File: config.mk
export PLATFORM = sky130hd
export DESIGN_NAME = bisection_root_search_flat
export DESIGN_NICKNAME = d
export VERILOG_FILES = /design/src/brs_pkg.sv /design/src/brs_ifs.sv /design/src/brs_cfg.sv /design/src/brs_step.sv /design/src/bisection_root_search.sv /design/src/flat_wrapper.sv
export SDC_FILE = /design/constraint.sdc
export NUM_CORES = 1
export LEC_CHECK = 0
export BUFFER_PORTS_ARGS = -buffer_cell sky130_fd_sc_hd__buf_4
export CAP_MARGIN = 30
export CORE_ASPECT_RATIO = 1.75
export CORE_MARGIN = 5
export CORE_UTILIZATION = 35
export CTS_BUF_LIST = sky130_fd_sc_hd__clkbuf_4 sky130_fd_sc_hd__clkbuf_8
export CTS_CLUSTER_SIZE = 25
export DETAILED_ROUTE_END_ITERATION = 6
export PLACE_DENSITY = 0.51
export SYNTH_ARGS = -nofsm -noshare
export SYNTH_HDL_FRONTEND = slang
export SYNTH_SLANG_ARGS = --single-unit
File: constraint.sdc
create_clock -name clk -period 7.25 [get_ports clk]
set_input_delay 0.725 -clock clk [delete_from_list [all_inputs] [get_ports clk]]
set_output_delay 0.725 -clock clk [all_outputs]
set_load 0.005 [all_outputs]
File: src/brs_pkg.sv
// Package for the bisection root search block.
// Holds the register, state, item and result types and the status codes.
// No dependencies; every other file of the block uses it by scoped names.
package brs_pkg;

  localparam int unsigned CfgIndexWidth = 2;

  localparam logic [CfgIndexWidth-1:0] CFG_TOLERANCE       = 2'd0;
  localparam logic [CfgIndexWidth-1:0] CFG_ITERATION_LIMIT = 2'd1;
  localparam logic [CfgIndexWidth-1:0] CFG_NEAR_ZERO_LIMIT = 2'd2;

  localparam logic [30:0] TOLERANCE_RESET       = 31'd7;
  localparam logic [15:0] ITERATION_LIMIT_RESET = 16'd1000;
  localparam logic [30:0] NEAR_ZERO_LIMIT_RESET = 31'd1;

  localparam logic [2:0] STATUS_OK         = 3'd0;
  localparam logic [2:0] STATUS_BAD_RANGE  = 3'd1;
  localparam logic [2:0] STATUS_LIMIT_HIT  = 3'd2;
  localparam logic [2:0] STATUS_NEAR_ZERO  = 3'd3;
  localparam logic [2:0] STATUS_UNEXPECTED = 3'd4;

  localparam logic MODE_START = 1'b0;
  localparam logic MODE_REPLY = 1'b1;

  typedef struct packed {
    logic [30:0] tolerance;
    logic [15:0] iteration_limit;
    logic [30:0] near_zero_limit;
  } cfg_t;

  typedef struct packed {
    logic signed [31:0] left_end;
    logic signed [31:0] right_end;
    logic               left_sign_negative;
    logic signed [31:0] pending_midpoint;
    logic [15:0]        iteration_count;
    logic               searching;
  } state_t;

  typedef struct packed {
    logic               mode;
    logic signed [31:0] low_bound;
    logic signed [31:0] high_bound;
    logic signed [31:0] low_value;
    logic signed [31:0] high_value;
    logic signed [31:0] function_value;
  } item_t;

  typedef struct packed {
    logic               finished;
    logic signed [31:0] point;
    logic               root_valid;
    logic [2:0]         status_code;
    logic [15:0]        iterations_done;
  } result_t;

endpackage

File: src/brs_ifs.sv
// Channel interfaces of the bisection root search block.
// Input item, result item and configuration write channels.
// Depends on brs_pkg for the register index width.
interface brs_in_if;
  logic               valid;
  logic               ready;
  logic               mode;
  logic signed [31:0] low_bound;
  logic signed [31:0] high_bound;
  logic signed [31:0] low_value;
  logic signed [31:0] high_value;
  logic signed [31:0] function_value;

  modport source (output valid, output mode, output low_bound, output high_bound,
                  output low_value, output high_value, output function_value,
                  input ready);
  modport sink (input valid, input mode, input low_bound, input high_bound,
                input low_value, input high_value, input function_value,
                output ready);
endinterface

interface brs_out_if;
  logic               valid;
  logic               ready;
  logic               finished;
  logic signed [31:0] point;
  logic               root_valid;
  logic [2:0]         status_code;
  logic [15:0]        iterations_done;

  modport source (output valid, output finished, output point, output root_valid,
                  output status_code, output iterations_done, input ready);
  modport sink (input valid, input finished, input point, input root_valid,
                input status_code, input iterations_done, output ready);
endinterface

interface brs_cfg_if;
  logic                                valid;
  logic                                ready;
  logic [brs_pkg::CfgIndexWidth-1:0]   index;
  logic [31:0]                         data;

  modport source (output valid, output index, output data, input ready);
  modport sink (input valid, input index, input data, output ready);
endinterface

File: src/brs_cfg.sv
// Configuration registers of the bisection root search block.
// Takes write beats from the configuration channel; depends on brs_pkg
// and brs_cfg_if.
module brs_cfg (
  input  logic          clk,
  input  logic          rst_n,
  brs_cfg_if.sink       cfg_chan,
  output brs_pkg::cfg_t cfg
);

  brs_pkg::cfg_t cfg_r;

  assign cfg_chan.ready = 1'b1;
  assign cfg = cfg_r;

  always_ff @(posedge clk) begin
    if (!rst_n) begin
      cfg_r.tolerance       <= brs_pkg::TOLERANCE_RESET;
      cfg_r.iteration_limit <= brs_pkg::ITERATION_LIMIT_RESET;
      cfg_r.near_zero_limit <= brs_pkg::NEAR_ZERO_LIMIT_RESET;
    end else if (cfg_chan.valid) begin
      unique case (cfg_chan.index)
        brs_pkg::CFG_TOLERANCE:       cfg_r.tolerance       <= cfg_chan.data[30:0];
        brs_pkg::CFG_ITERATION_LIMIT: cfg_r.iteration_limit <= cfg_chan.data[15:0];
        brs_pkg::CFG_NEAR_ZERO_LIMIT: cfg_r.near_zero_limit <= cfg_chan.data[30:0];
        default: ;
      endcase
    end
  end

endmodule

File: src/brs_step.sv
// Next-state and result logic of the bisection root search block.
// Combinational: one item, the search state and the registers in, the new
// state and the result item out. Depends on brs_pkg.
module brs_step (
  input  brs_pkg::item_t   item,
  input  brs_pkg::state_t  state,
  input  brs_pkg::cfg_t    cfg,
  output brs_pkg::state_t  state_nxt,
  output brs_pkg::result_t result
);

  logic               is_start;
  logic               bad_range;
  logic [31:0]        f_mag;
  logic               near_zero;
  logic               side_right;
  logic signed [31:0] l_use;
  logic signed [31:0] r_use;
  logic               neg_use;
  logic [15:0]        cnt_use;
  logic [15:0]        cnt_inc;
  logic signed [33:0] diff;
  logic signed [33:0] tol2;
  logic signed [32:0] sum;
  logic signed [31:0] mid;
  logic               wide;
  logic               room;

  always_comb begin
    is_start   = (item.mode == brs_pkg::MODE_START);
    bad_range  = (item.low_value == 32'sd0) || (item.high_value == 32'sd0) ||
                 (item.low_value[31] == item.high_value[31]);
    f_mag      = item.function_value[31] ? (~item.function_value + 32'd1)
                                         : item.function_value;
    near_zero  = (item.function_value == 32'sd0) || (f_mag < {1'b0, cfg.near_zero_limit});
    side_right = (item.function_value[31] != state.left_sign_negative);

    if (is_start) begin
      l_use   = item.low_bound;
      r_use   = item.high_bound;
      neg_use = item.low_value[31];
      cnt_use = 16'd0;
    end else begin
      l_use   = side_right ? state.left_end : state.pending_midpoint;
      r_use   = side_right ? state.pending_midpoint : state.right_end;
      neg_use = side_right ? state.left_sign_negative : item.function_value[31];
      cnt_use = state.iteration_count;
    end

    diff    = {{2{r_use[31]}}, r_use} - {{2{l_use[31]}}, l_use};
    tol2    = {2'b00, cfg.tolerance, 1'b0};
    wide    = diff > tol2;
    sum     = {l_use[31], l_use} + {r_use[31], r_use};
    mid     = sum[32:1];
    room    = cnt_use < cfg.iteration_limit;
    cnt_inc = cnt_use + 16'd1;

    state_nxt = state;
    result.finished        = 1'b1;
    result.point           = 32'sd0;
    result.root_valid      = 1'b0;
    result.status_code     = brs_pkg::STATUS_OK;
    result.iterations_done = state.iteration_count;

    priority if (is_start && bad_range) begin
      state_nxt.searching       = 1'b0;
      state_nxt.iteration_count = 16'd0;
      result.status_code        = brs_pkg::STATUS_BAD_RANGE;
      result.iterations_done    = 16'd0;
    end else if (!is_start && !state.searching) begin
      result.status_code = brs_pkg::STATUS_UNEXPECTED;
    end else if (!is_start && near_zero) begin
      state_nxt.searching = 1'b0;
      result.point        = state.pending_midpoint;
      result.root_valid   = 1'b1;
      result.status_code  = brs_pkg::STATUS_NEAR_ZERO;
    end else begin
      state_nxt.left_end           = l_use;
      state_nxt.right_end          = r_use;
      state_nxt.left_sign_negative = neg_use;
      if (wide && room) begin
        state_nxt.searching        = 1'b1;
        state_nxt.pending_midpoint = mid;
        state_nxt.iteration_count  = cnt_inc;
        result.finished            = 1'b0;
        result.point               = mid;
        result.iterations_done     = cnt_inc;
      end else begin
        state_nxt.searching       = 1'b0;
        state_nxt.iteration_count = cnt_use;
        result.iterations_done    = cnt_use;
        if (!room) begin
          result.status_code = brs_pkg::STATUS_LIMIT_HIT;
        end else begin
          result.point      = mid;
          result.root_valid = 1'b1;
        end
      end
    end
  end

endmodule

File: src/bisection_root_search.sv
// Top level of the bisection root search block.
// Input register, step logic, search state and result register.
// Depends on brs_pkg, the channel interfaces, brs_cfg and brs_step.

// Every input beat gives exactly one result beat, by way of the input register
// and the result register. A new item is accepted every cycle while the result
// side is ready, since one pass through the step logic from the input register
// to the result register decides the result and updates the search state. A
// start beat answers with the first midpoint query or with a final result, and
// each reply beat answers with the next query or with the final result, so the
// evaluator's round trip sets the pace of a search. Configuration beats are
// taken every cycle and must only be sent while the block is idle.
module bisection_root_search (
  input logic      clk,
  input logic      rst_n,
  brs_in_if.sink   in_chan,
  brs_out_if.source out_chan,
  brs_cfg_if.sink  cfg_chan
);

  brs_pkg::cfg_t    cfg;
  brs_pkg::item_t   inq_r;
  logic             inq_valid_r;
  brs_pkg::state_t  state_r;
  brs_pkg::state_t  state_nxt;
  brs_pkg::result_t result_nxt;
  brs_pkg::result_t out_r;
  logic             out_valid_r;
  logic             move;

  brs_cfg u_cfg (
    .clk      (clk),
    .rst_n    (rst_n),
    .cfg_chan (cfg_chan),
    .cfg      (cfg)
  );

  brs_step u_step (
    .item      (inq_r),
    .state     (state_r),
    .cfg       (cfg),
    .state_nxt (state_nxt),
    .result    (result_nxt)
  );

  assign move          = inq_valid_r && (!out_valid_r || out_chan.ready);
  assign in_chan.ready = !inq_valid_r || move;

  assign out_chan.valid           = out_valid_r;
  assign out_chan.finished        = out_r.finished;
  assign out_chan.point           = out_r.point;
  assign out_chan.root_valid      = out_r.root_valid;
  assign out_chan.status_code     = out_r.status_code;
  assign out_chan.iterations_done = out_r.iterations_done;

  always_ff @(posedge clk) begin
    if (!rst_n) begin
      inq_valid_r <= 1'b0;
      out_valid_r <= 1'b0;
      state_r     <= '0;
    end else begin
      if (in_chan.ready) begin
        inq_valid_r <= in_chan.valid;
      end
      if (move) begin
        out_valid_r <= 1'b1;
        state_r     <= state_nxt;
      end else if (out_chan.ready) begin
        out_valid_r <= 1'b0;
      end
    end
  end

  always_ff @(posedge clk) begin
    if (in_chan.ready && in_chan.valid) begin
      inq_r.mode           <= in_chan.mode;
      inq_r.low_bound      <= in_chan.low_bound;
      inq_r.high_bound     <= in_chan.high_bound;
      inq_r.low_value      <= in_chan.low_value;
      inq_r.high_value     <= in_chan.high_value;
      inq_r.function_value <= in_chan.function_value;
    end
    if (move) begin
      out_r <= result_nxt;
    end
  end

endmodule

File: src/flat_wrapper.sv
// flat-port wrapper written by rule: the top's interface ports become plain ports
module bisection_root_search_flat 
  (clk, rst_n, in_chan_valid, in_chan_mode, in_chan_low_bound, in_chan_high_bound, in_chan_low_value, in_chan_high_value, in_chan_function_value, in_chan_ready, out_chan_valid, out_chan_finished, out_chan_point, out_chan_root_valid, out_chan_status_code, out_chan_iterations_done, out_chan_ready, cfg_chan_valid, cfg_chan_index, cfg_chan_data, cfg_chan_ready);
  brs_in_if in_chan_i ();
  brs_out_if out_chan_i ();
  brs_cfg_if cfg_chan_i ();
  input logic clk;
  input logic rst_n;
  input wire logic [$bits(in_chan_i.valid)-1:0] in_chan_valid;
  input wire logic [$bits(in_chan_i.mode)-1:0] in_chan_mode;
  input wire logic [$bits(in_chan_i.low_bound)-1:0] in_chan_low_bound;
  input wire logic [$bits(in_chan_i.high_bound)-1:0] in_chan_high_bound;
  input wire logic [$bits(in_chan_i.low_value)-1:0] in_chan_low_value;
  input wire logic [$bits(in_chan_i.high_value)-1:0] in_chan_high_value;
  input wire logic [$bits(in_chan_i.function_value)-1:0] in_chan_function_value;
  output wire logic [$bits(in_chan_i.ready)-1:0] in_chan_ready;
  output wire logic [$bits(out_chan_i.valid)-1:0] out_chan_valid;
  output wire logic [$bits(out_chan_i.finished)-1:0] out_chan_finished;
  output wire logic [$bits(out_chan_i.point)-1:0] out_chan_point;
  output wire logic [$bits(out_chan_i.root_valid)-1:0] out_chan_root_valid;
  output wire logic [$bits(out_chan_i.status_code)-1:0] out_chan_status_code;
  output wire logic [$bits(out_chan_i.iterations_done)-1:0] out_chan_iterations_done;
  input wire logic [$bits(out_chan_i.ready)-1:0] out_chan_ready;
  input wire logic [$bits(cfg_chan_i.valid)-1:0] cfg_chan_valid;
  input wire logic [$bits(cfg_chan_i.index)-1:0] cfg_chan_index;
  input wire logic [$bits(cfg_chan_i.data)-1:0] cfg_chan_data;
  output wire logic [$bits(cfg_chan_i.ready)-1:0] cfg_chan_ready;
  assign in_chan_i.valid = in_chan_valid;
  assign in_chan_i.mode = in_chan_mode;
  assign in_chan_i.low_bound = in_chan_low_bound;
  assign in_chan_i.high_bound = in_chan_high_bound;
  assign in_chan_i.low_value = in_chan_low_value;
  assign in_chan_i.high_value = in_chan_high_value;
  assign in_chan_i.function_value = in_chan_function_value;
  assign in_chan_ready = in_chan_i.ready;
  assign out_chan_valid = out_chan_i.valid;
  assign out_chan_finished = out_chan_i.finished;
  assign out_chan_point = out_chan_i.point;
  assign out_chan_root_valid = out_chan_i.root_valid;
  assign out_chan_status_code = out_chan_i.status_code;
  assign out_chan_iterations_done = out_chan_i.iterations_done;
  assign out_chan_i.ready = out_chan_ready;
  assign cfg_chan_i.valid = cfg_chan_valid;
  assign cfg_chan_i.index = cfg_chan_index;
  assign cfg_chan_i.data = cfg_chan_data;
  assign cfg_chan_ready = cfg_chan_i.ready;
  bisection_root_search u_core (.clk(clk), .rst_n(rst_n), .in_chan(in_chan_i), .out_chan(out_chan_i), .cfg_chan(cfg_chan_i));
endmodule
==> results_dict.tcl <==
set metrics [dict create \
    stdcell_count 3412 \
    antenna_found_initial 1 \
    hold_class "input port to flop" \
    worst_pin_slew_ns 0.973 \
    synth-edff-count 214 \
    worstPathArrival_ns 7.19 \
    synth_top_area_cell "edfxtp_1" \
    dieArea_um2 67800 \
    synth-async-reset-ratio 0 \
    clkSlewWorstSetupHoldPaths_ns 0.06 \
    ys_seq_area_frac 0.472 \
    path_max_fanout 42 \
    hold_ws_ns 0.226 \
    die_w_um 199 \
    final_area_um2 26200 \
    drt_iter0_drc 855 \
    die_h_um 341 \
    totalNegativeSetupSlack_ns 0 \
    ant_nets 0 \
    fp-row-count 121 \
    yosysUniqueCellTypes 79 \
    core_um2 62100 \
    drc 0 \
    fin_crit_sh 0.922 \
    avgSynthCellArea_um2 9.53 \
    fmax_ghz 0.150 \
    timing.final.crit_period_ns 6.69 \
    via_per_inst 5.19 \
    io_pins 256 \
    ys_ff_latch 408 \
    area.growth.synth_to_final_pct 20.0 \
    cts-root-buf "clkbuf_8" \
    synth_fp_nets 2638 \
    r2r_slack_ns 0.56 \
    clk_latency_ns 0.67 \
    port-buffer-count 253 \
    p_per_area_nw_per_um2 234 \
    clockBufferDepth 3 \
    ys_warn_count 0 \
    reg2reg_depth 26 \
    place_hpwl_um 49400 \
    start_util 0.352 \
    finalClockSkew_ns 0.0383 \
    h-tree-depth 3 \
    totalWireLength_um 66300 \
    worstSetupStartpoint "u_core.inq_r[31]" \
    numCtsBuffers 70 \
    synthTopCellsByCount "nand2_1, nor2_1, a21oi_1" \
    clock_sinks 408 \
    grt_max_degree 111 \
    syn_area_um2 21900 \
    reg2reg_to "u_core.out_chan.iterations_done[14]" \
    max-cap-violations 0 \
    synth_top_flop_cell "edfxtp_1" \
    place_area_um2 24800 \
    gp_congestion 0.901 \
    dp_cells 3284 \
    layout.nets 2902 \
    via_count 17700 \
    syn_inst 2294 \
    cts_hold_buf 0 \
    rsz0062_at_grt "false" \
    slowest_stage "or4_1" \
    globalRoute.totalOverflow 0 \
    post_drt_wl_per_cell_um 19.4 \
    start_kind "flop" \
    status "finished, final reports clean" \
    grt_pass1_vias 18200 \
    cts_tree "built" \
    critical_path_class "flop to flop" \
    first_pass_iters 5 \
    netlist.area_leader.share 0.294 \
    endpoint_kind "flop" \
    relSlewSlack 0.344 \
    synth.most_common_cell "nand2_1" \
    leakage_nw 10.2 \
    hold_viol_final 0 \
    grt_pass1_wl_um 102000 \
    max_stage_delay_ns 0.46 \
    yosys-top-cells-area "edfxtp_1, dfxtp_1, ha_1" \
    cp.required_ns 7.75 \
    peakVddDrop_mv 0.179 \
    setup_viol 0 \
    r2r_start "u_core.inq_r[31]" \
    drive_above_1_share 0.172 \
    gr-usage-all-layers 0.193 \
    slew_violations 0 \
    timing.critical_path.to "u_core.out_chan.iterations_done[14]" \
]
## timing repair
item | CTS | global route
setup endpoints to repair | 0 | 56
endpoints found under the hold margin | 0 | 0
gates resized for setup | 0 | 3
buffers inserted | 0 | 1
## power by group
part	internal, mW	leakage (nW)	switching (mW)
Combinational	0.559	5.81	0.794
Sequential	2.56	3.65	0.0583
Clock	1.18	0.753	0.981
## registers in the layout, indices dropped and copies added, names as in the netlist
register and cells:
u_core.state_r 114, u_core.u_cfg.cfg 78, u_core.out_chan.point 32, u_core.out_chan.status_code 3
u_core.out_chan.root_valid 1, u_core.out_chan.valid 1, u_core.out_chan.finished 1, u_core.out_chan.iterations_done 16
u_core.inq_r 161, u_core.inq_valid_r 1
## routing by layer
metal  track usage  wire [um]  vias to the layer above
met2         0.347      34300                      483
met1         0.214      25100                     8394
met5             0          0                        -
li1              -          -                     8678
met4        0.0921       3180                        0
met3        0.0409       3650                      150
## cells in the final DEF (no fill, tap or decap), types with 9 or more instances in the layout
master    netlist  routed
inv_1         160     158
nor2_1        240     239
a21oi_1       239     239
nor3_1         21      21
clkinv_1        2      13
nand2_1       256     256
nand3_1        34      34
or3_1          14      14
and3_1         10      10
xnor2_1        67      66
a22o_1         14      14
or4_1           9       9
a31oi_1        10      10
o211ai_1       16      16
nand4_1        26      26
mux2i_1       129     129
clkbuf_8        0      78
o21a_1         14      14
clkbuf_4        0      23
o21bai_1       20      20
dfxtp_1       194     194
o31ai_1        27      27
and2_1         15      14
nor4_1         21      21
nand2b_1       21      21
nor2b_1        11      11
xor2_1         15      15
o21ai_0        86      86
ha_1          142     142
a21o_1         21      21
buf_4           9     300
edfxtp_1      214     214
a211oi_1       18      18
## final cells by class
| cell class | instances | area (um2) |
|---|---|---|
| clock inverter | 25 | 174 |
| fill | 6106 | 35800 |
| clock buffer | 101 | 1250 |
| inverter | 162 | 611 |
| multi-input combinational | 1609 | 10500 |
| tap | 799 | 1000 |
| antenna | 1 | 2.50 |
| sequential | 408 | 10300 |
| timing repair buffer | 307 | 2410 |
## per-stage QoR
step / power, mW / worst slack, ns / util
after global routing: 6.48 / 0.0251 / 0.423
after global placement: 3.97 / 0.411 / 0.398
after floorplan: 3.53 / 0.618 / -
after detailed placement: 4.00 / 0.301 / 0.399
after CTS: 6.22 / 0.270 / 0.422
final: 6.13 / 0.562 / 0.423
## worst max-delay path: cells and delay by family, from the launching register on
| kind | cells | cell delay [ns] |
|---|---|---|
| buf+inv | 3 | 0.64 |
| fa+ha+maj | 2 | 0.65 |
| compound gates | 10 | 2.73 |
| xor+xnor | 2 | 0.34 |
| mux | 1 | 0.13 |
| flops | 1 | 0.43 |
| simple gates | 8 | 1.56 |
## worst min path at each step
stage / endpoint / cells after the start / slack (ns) / from
finish: u_core.inq_r[0] / 1 / 0.23 / in_chan_function_value[0]
CTS: u_core.inq_r[0] / 1 / 0.15 / in_chan_function_value[0]
global route: u_core.inq_r[160] / 1 / 0.18 / in_chan_mode
floorplan: u_core.u_cfg.cfg[10] / 2 / 0.44 / u_core.u_cfg.cfg[10]
global placement: u_core.u_cfg.cfg[35] / 2 / 0.44 / u_core.u_cfg.cfg[35]
detailed placement: u_core.u_cfg.cfg[43] / 2 / 0.45 / u_core.u_cfg.cfg[43]
## kinds of logic (layout without fill, tap and decap cells)
family / count (synthesis) / after routing / share of synthesized area
adders and majority gates: 144 / 144 / 0.0831
other: 1 / 2 / 0.000171
DFF: 408 / 408 / 0.472
buffers and inverters: 277 / 595 / 0.0502
and+or+nand+nor: 713 / 713 / 0.148
xor gates and xnor gates: 82 / 82 / 0.0328
AOI/OAI and AO/OA: 540 / 540 / 0.155
muxes: 129 / 129 / 0.0591
No activity file was read; power rests on OpenSTA's default activity.
